<file path="src/rtl/acc_alu_pkg.sv">
// Shared types and constants for the accumulator integer ALU.
// Opcodes, status codes, and the request/response structs of the shared unit.
// No dependencies.
package acc_alu_pkg;

    localparam int unsigned DATA_W = 32;
    localparam int unsigned OP_W   = 3;
    localparam int unsigned ST_W   = 2;
    localparam int unsigned CNT_W  = $clog2(DATA_W);

    typedef logic [DATA_W-1:0] t_word;

    typedef enum logic [OP_W-1:0] {
        OP_ADD = 3'd0,
        OP_SUB = 3'd1,
        OP_MUL = 3'd2,
        OP_DIV = 3'd3,
        OP_MOD = 3'd4,
        OP_POW = 3'd5
    } t_op;

    typedef enum logic [ST_W-1:0] {
        ST_OK   = 2'd0,
        ST_DIV0 = 2'd1,
        ST_MOD0 = 2'd2
    } t_status;

    typedef enum logic [1:0] {
        FN_ADD = 2'd0,
        FN_SUB = 2'd1,
        FN_MUL = 2'd2
    } t_fn;

    typedef struct packed {
        t_fn   fn;
        t_word x;
        t_word y;
    } t_unit_req;

    typedef struct packed {
        t_word res;
        logic  borrow;
    } t_unit_rsp;

endpackage

</file>
<file path="src/rtl/acc_alu_unit.sv">
// Shared arithmetic unit: add, subtract with borrow out, wrapping multiply.
// Time-shared by the sequencer in accumulator_integer_alu.
// Depends on acc_alu_pkg.
module acc_alu_unit (
    input  acc_alu_pkg::t_unit_req i_req,
    output acc_alu_pkg::t_unit_rsp o_rsp
);
    import acc_alu_pkg::*;

    logic [DATA_W:0]   diff;
    logic [DATA_W-1:0] sum;
    logic [DATA_W-1:0] prod;

    always_comb begin
        diff = {1'b0, i_req.x} - {1'b0, i_req.y};
        sum  = i_req.x + i_req.y;
        prod = i_req.x * i_req.y;
        case (i_req.fn)
            FN_ADD: begin
                o_rsp.res    = sum;
                o_rsp.borrow = 1'b0;
            end
            FN_SUB: begin
                o_rsp.res    = diff[DATA_W-1:0];
                o_rsp.borrow = diff[DATA_W];
            end
            FN_MUL: begin
                o_rsp.res    = prod;
                o_rsp.borrow = 1'b0;
            end
            default: begin
                o_rsp.res    = sum;
                o_rsp.borrow = 1'b0;
            end
        endcase
    end

endmodule

</file>
<file path="src/rtl/accumulator_integer_alu.sv">
// Accumulator integer ALU: sequencer, accumulator and output register.
// Instantiates acc_alu_unit; depends on acc_alu_pkg.
//
//  channel | direction | handshake         | word
//  --------+-----------+-------------------+------------------------------------------
//  input   | in        | i_valid / o_stall | i_op, i_two_operands, i_operand_a/b
//  output  | out       | o_valid / i_stall | o_value, o_status
//
// Per word: add, subtract, multiply, spare opcodes, zero divisors and negative exponents
// go straight to done; divide and modulo take magnitudes, do one restoring step per cycle
// per bit, then fix sign; power multiplies and squares per exponent bit to its top set bit.
// o_stall is high from acceptance until the result enters the output register.
// A result waits in the output register while the next word is accepted.
// Reset is synchronous; it clears the accumulator and empties the output.
module accumulator_integer_alu (
    input  logic                                   i_clk,
    input  logic                                   i_rst_n,
    input  logic                                   i_valid,
    output logic                                   o_stall,
    input  logic [acc_alu_pkg::OP_W-1:0]           i_op,
    input  logic                                   i_two_operands,
    input  logic signed [acc_alu_pkg::DATA_W-1:0]  i_operand_a,
    input  logic signed [acc_alu_pkg::DATA_W-1:0]  i_operand_b,
    output logic                                   o_valid,
    input  logic                                   i_stall,
    output logic signed [acc_alu_pkg::DATA_W-1:0]  o_value,
    output logic [acc_alu_pkg::ST_W-1:0]           o_status
);
    import acc_alu_pkg::*;

    typedef enum logic [2:0] {
        S_IDLE,
        S_EXEC,
        S_ABSR,
        S_DIV,
        S_SIGN,
        S_PMUL,
        S_PSQR,
        S_DONE
    } t_state;

    t_state           r_state, n_state;
    t_op              r_op, n_op;
    t_word            r_left, n_left;
    t_word            r_right, n_right;
    t_word            r_aux, n_aux;
    t_word            r_res, n_res;
    t_word            r_acc, n_acc;
    logic             r_lneg, n_lneg;
    logic             r_rneg, n_rneg;
    logic [CNT_W-1:0] r_cnt, n_cnt;
    t_status          r_st, n_st;
    logic             r_out_valid, n_out_valid;
    t_word            r_out_value, n_out_value;
    t_status          r_out_status, n_out_status;

    t_unit_req        unit_req;
    t_unit_rsp        unit_rsp;
    t_word            shifted;
    t_word            mag;
    logic             neg;

    acc_alu_unit u_unit (
        .i_req (unit_req),
        .o_rsp (unit_rsp)
    );

    always_comb begin
        n_state      = r_state;
        n_op         = r_op;
        n_left       = r_left;
        n_right      = r_right;
        n_aux        = r_aux;
        n_res        = r_res;
        n_acc        = r_acc;
        n_lneg       = r_lneg;
        n_rneg       = r_rneg;
        n_cnt        = r_cnt;
        n_st         = r_st;
        n_out_valid  = r_out_valid;
        n_out_value  = r_out_value;
        n_out_status = r_out_status;
        unit_req.fn  = FN_SUB;
        unit_req.x   = '0;
        unit_req.y   = '0;
        shifted      = {r_aux[DATA_W-2:0], r_left[DATA_W-1]};
        mag          = (r_op == OP_DIV) ? r_left : r_aux;
        neg          = (r_op == OP_DIV) ? (r_lneg ^ r_rneg) : r_lneg;

        if (r_out_valid && !i_stall) begin
            n_out_valid = 1'b0;
        end

        case (r_state)
            S_IDLE: begin
                if (i_valid) begin
                    n_left  = i_two_operands ? $unsigned(i_operand_a) : r_acc;
                    n_right = i_two_operands ? $unsigned(i_operand_b)
                                             : $unsigned(i_operand_a);
                    n_lneg  = n_left[DATA_W-1];
                    n_rneg  = n_right[DATA_W-1];
                    n_op    = t_op'(i_op);
                    n_st    = ST_OK;
                    n_state = S_EXEC;
                end
            end
            S_EXEC: begin
                case (r_op)
                    OP_ADD, OP_SUB, OP_MUL: begin
                        unit_req.fn = (r_op == OP_ADD) ? FN_ADD :
                                      (r_op == OP_SUB) ? FN_SUB : FN_MUL;
                        unit_req.x  = r_left;
                        unit_req.y  = r_right;
                        n_res       = unit_rsp.res;
                        n_state     = S_DONE;
                    end
                    OP_DIV, OP_MOD: begin
                        if (r_right == '0) begin
                            n_st    = (r_op == OP_DIV) ? ST_DIV0 : ST_MOD0;
                            n_res   = r_acc;
                            n_state = S_DONE;
                        end else begin
                            unit_req.y = r_left;
                            if (r_lneg) begin
                                n_left = unit_rsp.res;
                            end
                            n_state = S_ABSR;
                        end
                    end
                    OP_POW: begin
                        if (r_right[DATA_W-1]) begin
                            n_res   = '0;
                            n_state = S_DONE;
                        end else begin
                            n_aux   = t_word'(1);
                            n_state = S_PMUL;
                        end
                    end
                    default: begin
                        n_res   = r_acc;
                        n_state = S_DONE;
                    end
                endcase
            end
            S_ABSR: begin
                unit_req.y = r_right;
                if (r_rneg) begin
                    n_right = unit_rsp.res;
                end
                n_aux   = '0;
                n_cnt   = '0;
                n_state = S_DIV;
            end
            S_DIV: begin
                unit_req.x = shifted;
                unit_req.y = r_right;
                n_aux      = unit_rsp.borrow ? shifted : unit_rsp.res;
                n_left     = {r_left[DATA_W-2:0], !unit_rsp.borrow};
                n_cnt      = r_cnt + 1'b1;
                if (r_cnt == CNT_W'(DATA_W - 1)) begin
                    n_state = S_SIGN;
                end
            end
            S_SIGN: begin
                unit_req.y = mag;
                n_res      = neg ? unit_rsp.res : mag;
                n_state    = S_DONE;
            end
            S_PMUL: begin
                if (r_right == '0) begin
                    n_res   = r_aux;
                    n_state = S_DONE;
                end else begin
                    unit_req.fn = FN_MUL;
                    unit_req.x  = r_aux;
                    unit_req.y  = r_left;
                    if (r_right[0]) begin
                        n_aux = unit_rsp.res;
                    end
                    n_state = S_PSQR;
                end
            end
            S_PSQR: begin
                unit_req.fn = FN_MUL;
                unit_req.x  = r_left;
                unit_req.y  = r_left;
                n_left      = unit_rsp.res;
                n_right     = r_right >> 1;
                n_state     = S_PMUL;
            end
            S_DONE: begin
                if (!r_out_valid || !i_stall) begin
                    n_out_valid  = 1'b1;
                    n_out_value  = r_res;
                    n_out_status = r_st;
                    n_acc        = r_res;
                    n_state      = S_IDLE;
                end
            end
            default: begin
                n_state = S_IDLE;
            end
        endcase
    end

    always_ff @(posedge i_clk) begin
        r_op         <= n_op;
        r_left       <= n_left;
        r_right      <= n_right;
        r_aux        <= n_aux;
        r_res        <= n_res;
        r_lneg       <= n_lneg;
        r_rneg       <= n_rneg;
        r_cnt        <= n_cnt;
        r_st         <= n_st;
        r_out_value  <= n_out_value;
        r_out_status <= n_out_status;
        if (!i_rst_n) begin
            r_state     <= S_IDLE;
            r_out_valid <= 1'b0;
            r_acc       <= '0;
        end else begin
            r_state     <= n_state;
            r_out_valid <= n_out_valid;
            r_acc       <= n_acc;
        end
    end

    assign o_stall  = (r_state != S_IDLE);
    assign o_valid  = r_out_valid;
    assign o_value  = $signed(r_out_value);
    assign o_status = r_out_status;

    a_accept_starts: assert property (@(posedge i_clk) disable iff (!i_rst_n)
        i_valid && !o_stall |=> r_state == S_EXEC)
        else $error("accepted word did not start execution");

    a_rem_below_divisor: assert property (@(posedge i_clk) disable iff (!i_rst_n)
        r_state == S_DIV |-> r_aux < r_right)
        else $error("partial remainder not below divisor");

    a_out_matches_acc: assert property (@(posedge i_clk) disable iff (!i_rst_n)
        r_out_valid |-> r_out_value == r_acc)
        else $error("pending result differs from accumulator");

endmodule

</file>
<file path="config.mk">
export PLATFORM = sky130hd
export DESIGN_NAME = accumulator_integer_alu
export DESIGN_NICKNAME = d
export VERILOG_FILES = /design/src/rtl/acc_alu_pkg.sv /design/src/rtl/acc_alu_unit.sv /design/src/rtl/accumulator_integer_alu.sv
export SDC_FILE = /design/constraint.sdc
export NUM_CORES = 2
export LEC_CHECK = 0
export BUFFER_PORTS_ARGS = -buffer_cell sky130_fd_sc_hd__buf_2
export CORE_ASPECT_RATIO = 0.9
export CORE_MARGIN = 1
export CORE_UTILIZATION = 30
export CTS_BUF_LIST = sky130_fd_sc_hd__clkbuf_2
export DETAILED_ROUTE_END_ITERATION = 16
export GPL_TIMING_DRIVEN = 1
export HOLD_SLACK_MARGIN = 0.1
export PLACE_DENSITY = 0.55
export SLEW_MARGIN = 20
export SYNTH_ARGS = -nofsm -noshare
export SYNTH_HDL_FRONTEND = slang
export SYNTH_SLANG_ARGS = --single-unit
</file>
<file path="constraint.sdc">
create_clock -name i_clk -period 10.42 [get_ports i_clk]
set_input_delay 0.521 -clock i_clk [delete_from_list [all_inputs] [get_ports i_clk]]
set_output_delay 0.521 -clock i_clk [all_outputs]
set_load 0.005 [all_outputs]
</file>
* Yosys cells after proc, flatten, opt, wreduce, memory -nomap -nowiden
Index checks and enable logic that the tools add are counted.
** Word-level totals
- Bits in registers :: 210
- Word-level logic and storage cells :: 126
- Input bits :: 72
** Cells by class
- Bitwise gates (word level) :: 1
- Mux-type cells :: 51
- $mul :: 1
- Equality and inequality tests :: 30
- Reductions and logical operators :: 26
- $add $sub $neg :: 3
** Operators by type and width (count)
- 32-bit two-way mux :: 19
- 32-bit case mux with 4 select lines :: 3
- 32-bit case mux with 3 select lines :: 3
- 32-bit case mux with 5 select lines :: 1
- 66-bit two-way mux :: 1
- 33-bit case mux with 2 select lines :: 1
- 32-bit case mux with 2 select lines :: 1
- 34-bit two-way mux :: 1
- 32-bit by 32-bit subtractor with 33-bit output :: 1
- 32-bit adder :: 1
- 32-bit zero test :: 1
- 32-bit by 32-bit multiplier with 32-bit output :: 1
- 3-bit case mux with 8 select lines :: 1
- 2-bit inequality test, second input constant :: 11
- 3-bit == test, second input constant :: 6
- 2-bit two-way mux :: 7
- 3-bit by 2-bit == test with 1-bit output, second input constant :: 4
- 3-bit two-way mux :: 4
- 5-bit case mux with 2 select lines :: 1
- 5-bit AND reduction :: 2
- 3-bit nonzero test :: 3
- 4-bit AND reduction :: 2
- 4-bit nonzero test :: 2
- 3-bit by 1-bit == test with 1-bit output, second input constant :: 2
- other kinds (20) :: 33

* Longest topological paths before layout
- Depth in word-level cells :: 11
- Depth in mapped cells :: 39

* Hierarchy
From an unflattened synthesis, not the netlist that was laid out.
** Unflattened totals
- Cell total of the unflattened synthesis :: 3379
- Area, all modules :: 30934.7 µm²
** Modules (own cells, without submodules)
- acc_alu_unit :: cells an instance 2271, instances 1, area an instance 19123.3 µm², seq. area each 0.0 µm²
- accumulator_integer_alu :: cells an instance 1108, instances 1, area an instance 11811.3 µm², seq. area each 5945.7 µm²

* Worst setup path after synthesis
Ideal clock, no wire load.
- Path type :: register to register
- Start point :: register r_right[26]
- End point :: register r_res[31] (data pin)
- Cell stages (with the launch flop) :: 35
- Required time :: 10.155 ns
- Path buffers :: 2
- Period minus slack after synthesis :: 8.962 ns
- Arrival time :: 8.696 ns
- Slack :: 1.458 ns
- Setup time :: 0.265 ns
- Cells stage by stage :: edfxtp_1 nor4_2 nand4_1 o21ai_2 nand3_2 nand2_1 nand2_1 inv_1 clkbuf_1 clkbuf_1 nor2_1 fa_1 fa_1 fa_1 inv_1 fa_1 inv_1 fa_1 inv_1 fa_1 inv_1 fa_1 fa_1 ha_1 a21o_1 a21o_1 a21oi_1 o21ai_0 or3_1 o2111ai_1 a311oi_1 xnor2_1 o221ai_2 a222oi_1 nand2_1
** Between the ends
- Cells in the longest elaborated chain, start to end :: 8
- Elaborated cells on any way between the ends :: 16
- Those cells by class :: add/sub (2); mul (1); eq/ne (2); mux (10); reduce/logical (1)
** Ends and longest elaborated chain
- start: declaration :: RTL line accumulator_integer_alu.sv:45 : t_word r_right, n_right;
- start signal: assignment :: RTL line accumulator_integer_alu.sv:209 : r_right <= n_right;
- 32-bit zero test :: RTL line accumulator_integer_alu.sv:118, accumulator_integer_alu.sv:170
- 32-bit two-way mux :: RTL line accumulator_integer_alu.sv:118 : if (r_right == '0) begin
- 32-bit case mux with 2 select lines :: RTL line accumulator_integer_alu.sv:108 : case (r_op)
- 32-bit case mux with 5 select lines :: RTL line accumulator_integer_alu.sv:94 : case (r_state)
- 32-bit by 32-bit multiplier with 32-bit output (tied with other cells) :: RTL line acc_alu_unit.sv:17 : prod = i_req.x * i_req.y;
- 33-bit case mux with 2 select lines * :: RTL line acc_alu_unit.sv:18 : case (i_req.fn)
- 32-bit case mux with 3 select lines or 32-bit two-way mux (tied branches) :: RTL line accumulator_integer_alu.sv:108, accumulator_integer_alu.sv:166
- 32-bit case mux with 3 select lines * :: RTL line accumulator_integer_alu.sv:94
- named net n_res[31] :: RTL line accumulator_integer_alu.sv:47 : t_word r_res, n_res;
- end signal: assignment :: RTL line accumulator_integer_alu.sv:211 : r_res <= n_res;
- end: declaration :: RTL line accumulator_integer_alu.sv:47
Mark *: on every way through the listed nets, which the timed path passes. The rest lies on a longest branch.
A chain may end at the register's enable or synchronous reset.

* Final worst setup path
Same ends and word-level chain as after synthesis.

==> results.json <==
{
  "outcome": "complete, no violations",
  "rsz0062_at_grt": "false",
  "cts_made_buffers": 50,
  "tightestPinTransition_ps": 1170,
  "grt_overflow_total": 0,
  "min_period_ps": 10000,
  "cp.required_ps": 11110,
  "die_w_um": 345,
  "min_period_over_period_pct": 96.0,
  "grt_pass1_wl_mm": 197,
  "ant_nets": 0,
  "p_per_area_nw_per_um2": 275,
  "holdWs_ps": 142,
  "rows": 112,
  "synthesis.nets": 4411,
  "crit_family": "adder cells",
  "grtUsageMet3_pct": 3.71,
  "maxCapViolCount": 0,
  "via_per_inst": 5.46,
  "critical_path.max_stage_delay_ps": 580,
  "gp_congestion": 0.992,
  "dp_hpwl_mm": 106,
  "synth-edff-count": 174,
  "syn-instance-count": 3739,
  "yosysTopAreaCellShare_pct": 25.8,
  "synth_area_leaders": "fa_1, edfxtp_1, ha_1",
  "crit_path_end_kind": "register",
  "synth_top_area_cell": "fa_1",
  "final_cells": 5364,
  "crit_cells": 34,
  "drc_errors": 0,
  "cts_sinks": 210,
  "grt_use_met1_pct": 35.4,
  "postLayoutSetupSlackWorst_ps": 416,
  "ys_types": 97,
  "port_buffers": 107,
  "fin_area_um2": 36000,
  "die_area_um2": 107000,
  "clk_latency_ps": 950,
  "startpoint_type": "register",
  "gr-usage-all-layers_pct": 24.5,
  "ys_seq_area_share_pct": 18.7,
  "firstDrtPassIters": 7,
  "grt_max_degree": 71,
  "initial_utilization_pct": 30.5,
  "worst_clock_skew_ps": 96.2,
  "ys_dominant_reg_cell": "edfxtp_1",
  "clkTransAtPathRegs_ps": 130,
  "clock-root-buffer": "clkbuf_2",
  "synth.cells.most_frequent": "inv_1, nand2_1, nor2_1",
  "cp_max_fo": 7,
  "hold_violations": 0,
  "area_delta_synth_final_pct": 13.2,
  "wl_per_cell_um": 24.7,
  "worstSetupPathType": "register to register",
  "post-place-ws_ps": 191,
  "async_flop_share_pct": 0,
  "syn_avg_cell_area_um2": 8.51,
  "synth.most_common_cell": "inv_1",
  "coreArea_um2": 104000,
  "crit_path_frequent_cell": "fa_1",
  "fmax_mhz": 100,
  "busiest_layer": "met2",
  "fin_setup_tns_ps": 0,
  "die_h_um": 311,
  "boundaryPins": 108,
  "ir_worst_vdd_mv": 0.179,
  "use_met2_pct": 37.9,
  "netlist_area_um2": 31800,
  "worstPathArrival_ps": 10700,
  "critPathSlowestCell": "fa_1",
  "setup_violations": 0,
  "place_area_um2": 34900,
  "tritoncts": "yes",
  "synth_seq_cells": 210,
  "grt_pass1_vias": 29107,
  "ys.warnings.count": 0,
  "rr_worst_depth": 34,
  "clockBufferDepth": 3,
  "worstHoldPathCells": 3,
  "dp.cells": 5209,
  "min_path_type": "input pin to register",
  "vias": 29279,
  "layout-drive-gt1-share_pct": 12.4,
  "slew_headroom_pct": 21.7,
  "fillers": 10916,
  "first_iter_violations": 3396,
  "antenna_found_initial": 9,
  "htreeDepth": 2,
  "wl_mm": 133,
  "critPathBufInv": 8,
  "final_max_slew_viol_count": 0,
  "power_leakage_uw": 0.0161,
  "nets": 4626
}
-- path summary, 6_finish.rpt --
check | start | endpoint | slack [ps]
worst min-delay path | i_operand_b[30] | r_right[30] | 140
worst max-delay path | r_right[26] | r_res[31] | 420
worst max register to register | r_right[26] | r_res[31] | 420
worst min register to register | r_st[1] | o_status[1] | 440
-- layout by cell type (no fill, tap or decap), types with 16 or more instances in the layout --
cell           count
ha_1             190
o21ai_0          160
clkinv_1          26
o221ai_1          20
a22o_1            19
and2_1            19
o22ai_1           63
dlygate4sd3_1     60
mux2i_1           88
buf_4            210
clkbuf_2          73
nor2_1           429
inv_1            548
nor2b_1           25
a221oi_1          28
fa_1             410
nor3_1            34
a22oi_1           48
a21boi_0          39
xor2_1            21
nand2_1          458
a221o_1           17
edfxtp_1         174
nand3_1           23
xnor2_1           47
a21oi_1          230
a21o_1            39
buf_2            106
a31oi_1           22
mux2_2            16
o21bai_1          19
nand2b_1          23
dfxtp_1           33
-- area by class of cell --
cell class	count	area [um^2]	share of cell area (%)
inverter	571	2150	5.97
tap	1368	1710	4.75
sequential	210	5950	16.5
clock inverter	20	110	0.306
timing repair buffer	377	2730	7.57
multi-input combinational	2744	23000	63.8
clock buffer	73	365	1.01
antenna	1	2.50	0.00695
-- sequential cells by signal, indices dropped and copies added, names as in the netlist --
signal,cells
r_st,2
r_rneg,1
r_op,3
r_left,32
r_lneg,1
r_aux,32
r_cnt,5
r_right,32
r_res,32
r_acc,32
o_valid,1
r_state,3
o_status,2
o_value,32
-- report_power, final --
| group | internal [uW] | leakage, uW | total [uW] | switching, uW |
|---|---|---|---|---|
| clock | 215 | 0.000355 | 608 | 393 |
| combinational | 2810 | 0.0138 | 7850 | 5030 |
| sequential | 1200 | 0.00194 | 1450 | 254 |
-- timing repair --
| item | CTS | global route |
|---|---|---|
| endpoints found under the setup margin | 0 | 16 |
| hold buffers | 60 | 0 |
| hold endpoints to repair | 47 | 0 |
| gates resized for setup | 0 | 13 |
| buffers inserted | 0 | 1 |
-- per-layer routing --
| layer | part of all wire, % | up-vias | wire length (um) |
|---|---|---|---|
| met5 | 0 | - | 0 |
| met4 | 2.9 | 0 | 3820 |
| met3 | 8.4 | 212 | 11200 |
| met2 | 44 | 1420 | 58500 |
| met1 | 45 | 14716 | 59100 |
| li1 | - | 12931 | - |
-- cells by family (layout without fill, tap and decap cells) --
logic type | after synthesis | in the layout | synth area share, %
AO/OA/AOI/OAI | 869 | 869 | 18.1
XOR/XNOR | 81 | 81 | 2.71
adder cells (fa/ha/maj) | 600 | 600 | 33.3
buffers and inverters | 785 | 1041 | 9.49
flip-flops | 210 | 210 | 18.7
multiplexers | 104 | 104 | 3.33
other | 0 | 1 | 0
AND/OR/NAND/NOR | 1090 | 1090 | 14.5
-- through the flow --
stage          util [%]  total power [uW]
2_1_floorplan         -              5980
4_1_cts            34.4              9820
5_1_grt            34.5             10600
3_5_place_dp       33.4              9140
3_3_place_gp       33.4              9130
6_report           34.5              9910
-- tightest hold or removal path: stages --
cell and delay (ps):
buf_2 80, mux2i_1 140, a21boi_0 190
Power figures use the tool's default switching activity.
